$ cat config.mk
export PLATFORM = sky130hd
export DESIGN_NAME = half_step_floor_positioner
export DESIGN_NICKNAME = d
export VERILOG_FILES = /design/src/design/hsfp_pkg.sv /design/src/design/half_step_floor_positioner.sv
export SDC_FILE = /design/constraint.sdc
export NUM_CORES = 1
export LEC_CHECK = 0
export BUFFER_PORTS_ARGS = -buffer_cell sky130_fd_sc_hd__buf_2
export CAP_MARGIN = 20
export CORE_MARGIN = 2
export CORE_UTILIZATION = 35
export CTS_CLUSTER_SIZE = 40
export DETAILED_ROUTE_END_ITERATION = 10
export HOLD_SLACK_MARGIN = 0.12
export PLACE_DENSITY = 0.61
export SLEW_MARGIN = 20
export SYNTH_ARGS = -nofsm -noshare
export SYNTH_HDL_FRONTEND = slang
export SYNTH_SLANG_ARGS = --single-unit
$ cat constraint.sdc
create_clock -name clk -period 19.7 [get_ports clk]
set_input_delay 2.955 -clock clk [delete_from_list [all_inputs] [get_ports clk]]
set_output_delay 2.955 -clock clk [all_outputs]
set_load 0.05 [all_outputs]
$ cat src/design/hsfp_pkg.sv
`timescale 1ns / 1ps
`default_nettype none

package hsfp_pkg;

  localparam int COUNT_BITS  = 20;
  localparam int PHASE_COUNT = 8;
  localparam int PHASE_W     = $clog2(PHASE_COUNT);

  localparam int SPF_W   = 12;
  localparam int FLOOR_W = 8;
  localparam int CNT_IN_W = 20;
  localparam int COIL_W  = 4;
  localparam int CFG_W   = 12;
  localparam int CFG_A_W = 1;

  // Floor difference times steps per floor, and the width to compare it in.
  localparam int PROD_W = FLOOR_W + SPF_W;
  localparam int WIDE_W = (COUNT_BITS > PROD_W) ? COUNT_BITS : PROD_W;
  localparam int CIN_WIDE_W = (COUNT_BITS > CNT_IN_W) ? COUNT_BITS : CNT_IN_W;

  localparam logic [SPF_W-1:0]   SPF_RST       = SPF_W'(512);
  localparam logic [FLOOR_W-1:0] TOP_FLOOR_RST = FLOOR_W'(5);
  localparam logic [FLOOR_W-1:0] FLOOR_FIRST   = FLOOR_W'(1);

  typedef enum logic [1:0] {
    OP_TICK  = 2'd0,
    OP_STEP  = 2'd1,
    OP_FLOOR = 2'd2,
    OP_STOP  = 2'd3
  } op_t;

  typedef enum logic [CFG_A_W-1:0] {
    REG_FLOOR_SPAN = 1'b0,
    REG_TOP_FLOOR  = 1'b1
  } cfg_reg_t;

  // Half-step coil patterns, bit0 drives the first coil.
  function automatic logic [COIL_W-1:0] coil_lookup(input logic [PHASE_W-1:0] ph);
    logic [COIL_W-1:0] pat;
    begin
      unique case (ph)
        3'd0:    pat = 4'h1;
        3'd1:    pat = 4'h3;
        3'd2:    pat = 4'h2;
        3'd3:    pat = 4'h6;
        3'd4:    pat = 4'h4;
        3'd5:    pat = 4'hC;
        3'd6:    pat = 4'h8;
        default: pat = 4'h9;
      endcase
      return pat;
    end
  endfunction

endpackage

`default_nettype wire

$ cat src/design/half_step_floor_positioner.sv
`timescale 1ns / 1ps
`default_nettype none
// Half-step floor positioner: sequences a four-coil unipolar stepper through
// the eight-phase half-step pattern to carry a car between floors.
// Input channel (in_valid / in_stall): one request per event - a tick (one
// step period), a move by a step count, a move to a floor, or a stop.
// Result channel (out_valid / out_stall): exactly one result per request,
// carrying the coil drive, the busy flag and the current and target floors.
// Throughput: one request per cycle while out_stall is low; a request passes
// from the input register to the motor state register (which doubles as the
// result register and drives the result channel). These form the two stages,
// with the whole event decode, the 8x12 floor-distance multiply and the count
// saturation between them.
// Stall: while out_stall holds a result, the state does not advance; the
// input register still takes one request, then in_stall rises.
// Reset (rst_n low, synchronous): coils off, phase 0, idle, car and target
// at floor 1, floor span 512 half steps, top_floor 5, both channels empty.
// Configuration (cfg_we / cfg_addr / cfg_wdata): the user writes it while idle only; the block does not enforce it.
module half_step_floor_positioner
  import hsfp_pkg::*;
(
  input  wire logic                clk,
  input  wire logic                rst_n,

  input  wire logic                in_valid,
  output logic                     in_stall,
  input  wire logic [1:0]          in_operation,
  input  wire logic [CNT_IN_W-1:0] in_step_count,
  input  wire logic                in_move_down,
  input  wire logic [FLOOR_W-1:0]  in_floor_request,

  output logic                     out_valid,
  input  wire logic                out_stall,
  output logic [COIL_W-1:0]        out_coil_pattern,
  output logic                     out_busy_res,
  output logic [FLOOR_W-1:0]       out_floor_now,
  output logic [FLOOR_W-1:0]       out_floor_goal,

  input  wire logic                cfg_we,
  input  wire logic [CFG_A_W-1:0]  cfg_addr,
  input  wire logic [CFG_W-1:0]    cfg_wdata
);

  // configuration registers
  logic [SPF_W-1:0]   spf_r;
  logic [FLOOR_W-1:0] top_floor_r;

  // input stage
  logic                in_vld_r;
  op_t                 op_r;
  logic [CNT_IN_W-1:0] cnt_r;
  logic                down_r;
  logic [FLOOR_W-1:0]  flr_r;

  // motor state; the visible part doubles as the result register
  logic                  out_vld_r;
  logic [PHASE_W-1:0]    phase_r,      phase_nxt;
  logic [COUNT_BITS-1:0] steps_left_r, steps_left_nxt;
  logic                  going_down_r, going_down_nxt;
  logic                  moving_r,     moving_nxt;
  logic [FLOOR_W-1:0]    floor_at_r,   floor_at_nxt;
  logic [FLOOR_W-1:0]    target_r,     target_nxt;
  logic [COIL_W-1:0]     coils_r,      coils_nxt;

  logic                  adv;
  logic                  fire;
  logic                  in_take;
  logic                  floor_ok;
  logic                  floor_up;
  logic [FLOOR_W-1:0]    floor_diff;
  logic [WIDE_W-1:0]     floor_prod;
  logic [COUNT_BITS-1:0] floor_cnt;
  logic [CIN_WIDE_W-1:0] step_wide;
  logic [COUNT_BITS-1:0] step_cnt;
  logic [PHASE_W-1:0]    phase_step;

  // Advance the state whenever the result slot is free or being taken.
  assign adv      = !out_vld_r || !out_stall;
  assign fire     = in_vld_r && adv;
  assign in_stall = in_vld_r && !adv;
  assign in_take  = in_valid && !in_stall;

  always_ff @(posedge clk) begin
    if (!rst_n) begin
      spf_r       <= SPF_RST;
      top_floor_r <= TOP_FLOOR_RST;
    end else if (cfg_we) begin
      unique case (cfg_reg_t'(cfg_addr))
        REG_FLOOR_SPAN: spf_r       <= cfg_wdata[SPF_W-1:0];
        REG_TOP_FLOOR:  top_floor_r <= cfg_wdata[FLOOR_W-1:0];
        default: ;
      endcase
    end
  end

  always_ff @(posedge clk) begin
    if (!rst_n) begin
      in_vld_r <= 1'b0;
    end else if (!in_stall) begin
      in_vld_r <= in_valid;
    end
  end

  always_ff @(posedge clk) begin
    if (in_take) begin
      op_r   <= op_t'(in_operation);
      cnt_r  <= in_step_count;
      down_r <= in_move_down;
      flr_r  <= in_floor_request;
    end
  end

  // Floor move: distance times steps per floor, clamped to the counter.
  assign floor_up   = flr_r > floor_at_r;
  assign floor_diff = floor_up ? (flr_r - floor_at_r) : (floor_at_r - flr_r);
  assign floor_prod = WIDE_W'(floor_diff) * WIDE_W'(spf_r);
  assign floor_cnt  = (floor_prod > WIDE_W'({COUNT_BITS{1'b1}})) ?
                      {COUNT_BITS{1'b1}} : floor_prod[COUNT_BITS-1:0];
  assign floor_ok   = (flr_r >= FLOOR_FIRST) && (flr_r <= top_floor_r) &&
                      !moving_r && (flr_r != floor_at_r);

  assign step_wide  = CIN_WIDE_W'(cnt_r);
  assign step_cnt   = (step_wide > CIN_WIDE_W'({COUNT_BITS{1'b1}})) ?
                      {COUNT_BITS{1'b1}} : step_wide[COUNT_BITS-1:0];

  // Wrap the phase forward going up, back going down.
  always_comb begin
    if (going_down_r) begin
      phase_step = (phase_r == '0) ? PHASE_W'(PHASE_COUNT - 1) : phase_r - 1'b1;
    end else begin
      phase_step = (phase_r == PHASE_W'(PHASE_COUNT - 1)) ? '0 : phase_r + 1'b1;
    end
  end

  always_comb begin
    phase_nxt      = phase_r;
    steps_left_nxt = steps_left_r;
    going_down_nxt = going_down_r;
    moving_nxt     = moving_r;
    floor_at_nxt   = floor_at_r;
    target_nxt     = target_r;
    coils_nxt      = coils_r;
    unique case (op_r)
      OP_TICK: begin
        if (moving_r) begin
          if (steps_left_r != '0) begin
            phase_nxt      = phase_step;
            coils_nxt      = coil_lookup(phase_step);
            steps_left_nxt = steps_left_r - 1'b1;
          end else begin
            // count ran out: release the coils and arrive
            coils_nxt    = '0;
            floor_at_nxt = target_r;
            moving_nxt   = 1'b0;
          end
        end
      end
      OP_STEP: begin
        if (!moving_r && (step_cnt != '0)) begin
          steps_left_nxt = step_cnt;
          going_down_nxt = down_r;
          moving_nxt     = 1'b1;
        end
      end
      OP_FLOOR: begin
        if (floor_ok) begin
          // target sticks even when the loaded count is zero
          target_nxt = flr_r;
          if (floor_cnt != '0) begin
            steps_left_nxt = floor_cnt;
            going_down_nxt = !floor_up;
            moving_nxt     = 1'b1;
          end
        end
      end
      OP_STOP: begin
        steps_left_nxt = '0;
        moving_nxt     = 1'b0;
        coils_nxt      = '0;
      end
      default: ;
    endcase
  end

  always_ff @(posedge clk) begin
    if (!rst_n) begin
      out_vld_r    <= 1'b0;
      phase_r      <= '0;
      steps_left_r <= '0;
      going_down_r <= 1'b0;
      moving_r     <= 1'b0;
      floor_at_r   <= FLOOR_FIRST;
      target_r     <= FLOOR_FIRST;
      coils_r      <= '0;
    end else if (adv) begin
      out_vld_r <= in_vld_r;
      if (fire) begin
        phase_r      <= phase_nxt;
        steps_left_r <= steps_left_nxt;
        going_down_r <= going_down_nxt;
        moving_r     <= moving_nxt;
        floor_at_r   <= floor_at_nxt;
        target_r     <= target_nxt;
        coils_r      <= coils_nxt;
      end
    end
  end

  assign out_valid        = out_vld_r;
  assign out_coil_pattern = coils_r;
  assign out_busy_res     = moving_r;
  assign out_floor_now    = floor_at_r;
  assign out_floor_goal   = target_r;

`ifndef SYNTH
  // Coils are only energized during a move.
  a_idle_coils_off: assert property (@(posedge clk) disable iff (!rst_n)
    !moving_r |-> (coils_r == '0))
    else $error("coils driven while idle");

  // An idle motor holds no pending steps.
  a_idle_no_steps: assert property (@(posedge clk) disable iff (!rst_n)
    !moving_r |-> (steps_left_r == '0))
    else $error("steps pending while idle");

  // Only a tick may move the phase.
  a_phase_tick_only: assert property (@(posedge clk) disable iff (!rst_n)
    (fire && (op_r != OP_TICK)) |=> $stable(phase_r))
    else $error("phase moved on a command");

  // An empty input stage never back-pressures.
  a_empty_no_stall: assert property (@(posedge clk) disable iff (!rst_n)
    !in_vld_r |-> !in_stall)
    else $error("stall with empty input stage");
`endif

endmodule

`default_nettype wire
==> impl_metrics.env <==
export IMPL_cap_viol_max_count=0
export IMPL_viasPerCell=5.31
export IMPL_p_leak_nw=4.29
export IMPL_drc=0
export IMPL_wl_per_cell_um=15.7
export IMPL_die_y_um=162
export IMPL_drv_slew=0
export IMPL_die_area_mm2=0.0261
export IMPL_relSlewSlack_pct=29.8
export IMPL_finalHoldViolCount=0
export IMPL_rows=57
export IMPL_die_w_um=162
export IMPL_crit_path_start_kind="register"
export IMPL_vias=7333
export IMPL_grt_pass1_wl_um=36400
export IMPL_pwr_density_cell_mw_per_mm2=67.4
export IMPL_rsz0062_at_grt="false"
export IMPL_mostFrequentLayoutCell="inv_1"
export IMPL_path_common_cell="fa_1"
export IMPL_slowest_delay_ps=720
export IMPL_cp_arrival_ps=9470
export IMPL_slowest_stage="o22ai_1"
export IMPL_syn_instance_count=1005
export IMPL_htree_levels=3
export IMPL_grt_max_degree=47
export IMPL_ant_nets=0
export IMPL_drtIter0Drc=427
export IMPL_status="completed"
export IMPL_max_freq_mhz=109
export IMPL_vdd_ir_drop_worst_uv=47.5
export IMPL_crit_required_ps=20000
export IMPL_critical_path_max_fanout=29
export IMPL_numCtsBuffers=9
export IMPL_ys_flop_type="dfxtp_1"
export IMPL_ys_types=76
export IMPL_cts_root_buf="clkbuf_16"
export IMPL_diodes=0
export IMPL_holdBufCountCts=0
export IMPL_setup_violations_final=0
export IMPL_wl_um=21600
export IMPL_cts_resized=0
export IMPL_nets=1235
export IMPL_synth_fp_nets=1188
export IMPL_min_period_ps=9180
export IMPL_io_buffers=71
export IMPL_yosysSeqAreaShare_pct=26.1
export IMPL_utilization_pct=39.4
export IMPL_hpwl_um=16600
export IMPL_layout_common_cells="136 x inv_1, 91 x nand2_1, 90 x nor2_1"
export IMPL_drive_gt1_share_pct=11.6
export IMPL_syn_area_per_cell_um2=8.66
export IMPL_drt_pass1_iterations=5
export IMPL_synth_edf_count=31
export IMPL_yosys_register_bits=98
export IMPL_path_buf_inv=5
export IMPL_tns_ps=0
export IMPL_netlist_area_mm2=0.00870
export IMPL_tightestPinTransition_ps=1050
export IMPL_clkTransAtPathRegs_ps=70
export IMPL_grt_ovfl_total=0
export IMPL_async_flop_share_pct=0
export IMPL_cts_sinks=98
export IMPL_cts_tree="built"
export IMPL_critPathKind="register to register"
export IMPL_holdCritPathClass="register to register"
export IMPL_gp_congestion=0.906
export IMPL_clock_latency_ps=360
export IMPL_grt_pass1_vias=7273
export IMPL_skew_ps=17.4
export IMPL_grt_usage_pct=17.0
export IMPL_post_cts_buffers=0
export IMPL_start_util_pct=35.7
export IMPL_clock_path_buffers=2
export IMPL_yosysWarnings=0
export IMPL_ios=72
export IMPL_end_kind="register"
export IMPL_fin_crit_sh_pct=46.6
export IMPL_antenna_found_initial=0
export IMPL_core_area_mm2=0.0244
export IMPL_cp_top_family="compound AO/OA/AOI/OAI gates"
export IMPL_syn_to_final_growth_pct=10.5
==> worst min-delay path, stage by stage, from the launching register on <==
cell	delay, ps
dfxtp_1	320
nand2_1	50
a21oi_1	50
==> worst paths after layout <==
| path | cells past startpoint | slack (ps) | from | end |
|---|---|---|---|---|
| worst max-delay path | 28 | 10520 | flr_r[0] | steps_left_r[16] |
| worst min-delay path | 2 | 460 | out_coil_pattern[1] | out_coil_pattern[1] |
| worst max register to register | 28 | 10520 | flr_r[0] | steps_left_r[16] |
| worst min register to register | 2 | 460 | out_coil_pattern[1] | out_coil_pattern[1] |
==> synth_stat cells, types with 7 or more instances <==
master    number  share of area [%]
fa_1          62                 14
a221oi_1       8               0.81
o311ai_0       9               0.91
a21oi_1       65                3.7
xnor2_1       10                1.0
o21a_1        12                1.0
a211oi_1      10               0.86
nor3_1        18                1.0
edfxtp_1      31                 11
ha_1          72                 10
clkbuf_1      29                1.3
a31oi_1       11               0.79
or2_2          7               0.50
nand3_1       18                1.0
nor4_1        11               0.79
o21ai_0       31                1.8
dfxtp_1       67                 15
nor2_1        90                3.9
o211ai_1      11               0.95
mux2i_1       24                2.8
nand2_1       91                3.9
inv_1        136                5.9
and2_1        40                2.9
nand4_1        7               0.50
a21o_1        14                1.2
==> layer usage <==
layer  routed length (um)  share of wire [%]  GRT usage [%]
met1                 9970                 46           22.6
met2                10400                 48           29.0
met3                  793                3.7           1.98
met4                  493                2.3           5.59
met5                    0                  0              0
==> power by group <==
| part | total [W] | switching (W) | internal, W |
|---|---|---|---|
| clock | 0.000170 | 0.0000806 | 0.0000897 |
| sequential | 0.000227 | 0.00000920 | 0.000218 |
| combinational | 0.000251 | 0.000153 | 0.0000972 |
==> final cells by class <==
type | count | area, um^2
clock buffers | 11 | 243
inverters | 138 | 520
flip-flops and latches | 98 | 2270
well taps | 324 | 405
fillers | 2490 | 14800
multi-input cells | 725 | 5710
clock inverters | 5 | 36.3
repair buffers | 80 | 423
==> flip-flops by register name, indices dropped and copies added (netlist names) <==
signal            count
spf_r                12
out_busy_res          1
out_valid             1
flr_r                 8
down_r                1
going_down_r          1
in_vld_r              1
out_floor_now         8
steps_left_r         20
out_floor_goal        8
cnt_r                20
op_r                  2
top_floor_r           8
phase_r               3
out_coil_pattern      4
==> stage by stage <==
stage | total power [W] | area (um^2) | hold WS [ps] | instances | worst slack (ps)
after floorplan | 0.000419 | 8700 | 436 | 1005 | 11830
after global placement | 0.000479 | 9320 | 446 | 1365 | 10780
after detailed placement | 0.000481 | 9320 | 448 | 1365 | 10630
after CTS | 0.000653 | 9600 | 465 | 1381 | 10570
after global routing | 0.000695 | 9610 | 479 | 1381 | 9890
final | 0.000648 | 9610 | 462 | 1381 | 10520
==> logic make-up after synthesis <==
logic type	Yosys count	share of synthesized area [%]
compound gates	233	18.7
xor+xnor	14	1.41
fa+ha+maj	134	24.6
buf+inv	182	8.52
flops	98	26.1
mux	26	3.02
simple gates	318	17.6
No activity file was read; power rests on OpenSTA's default activity.
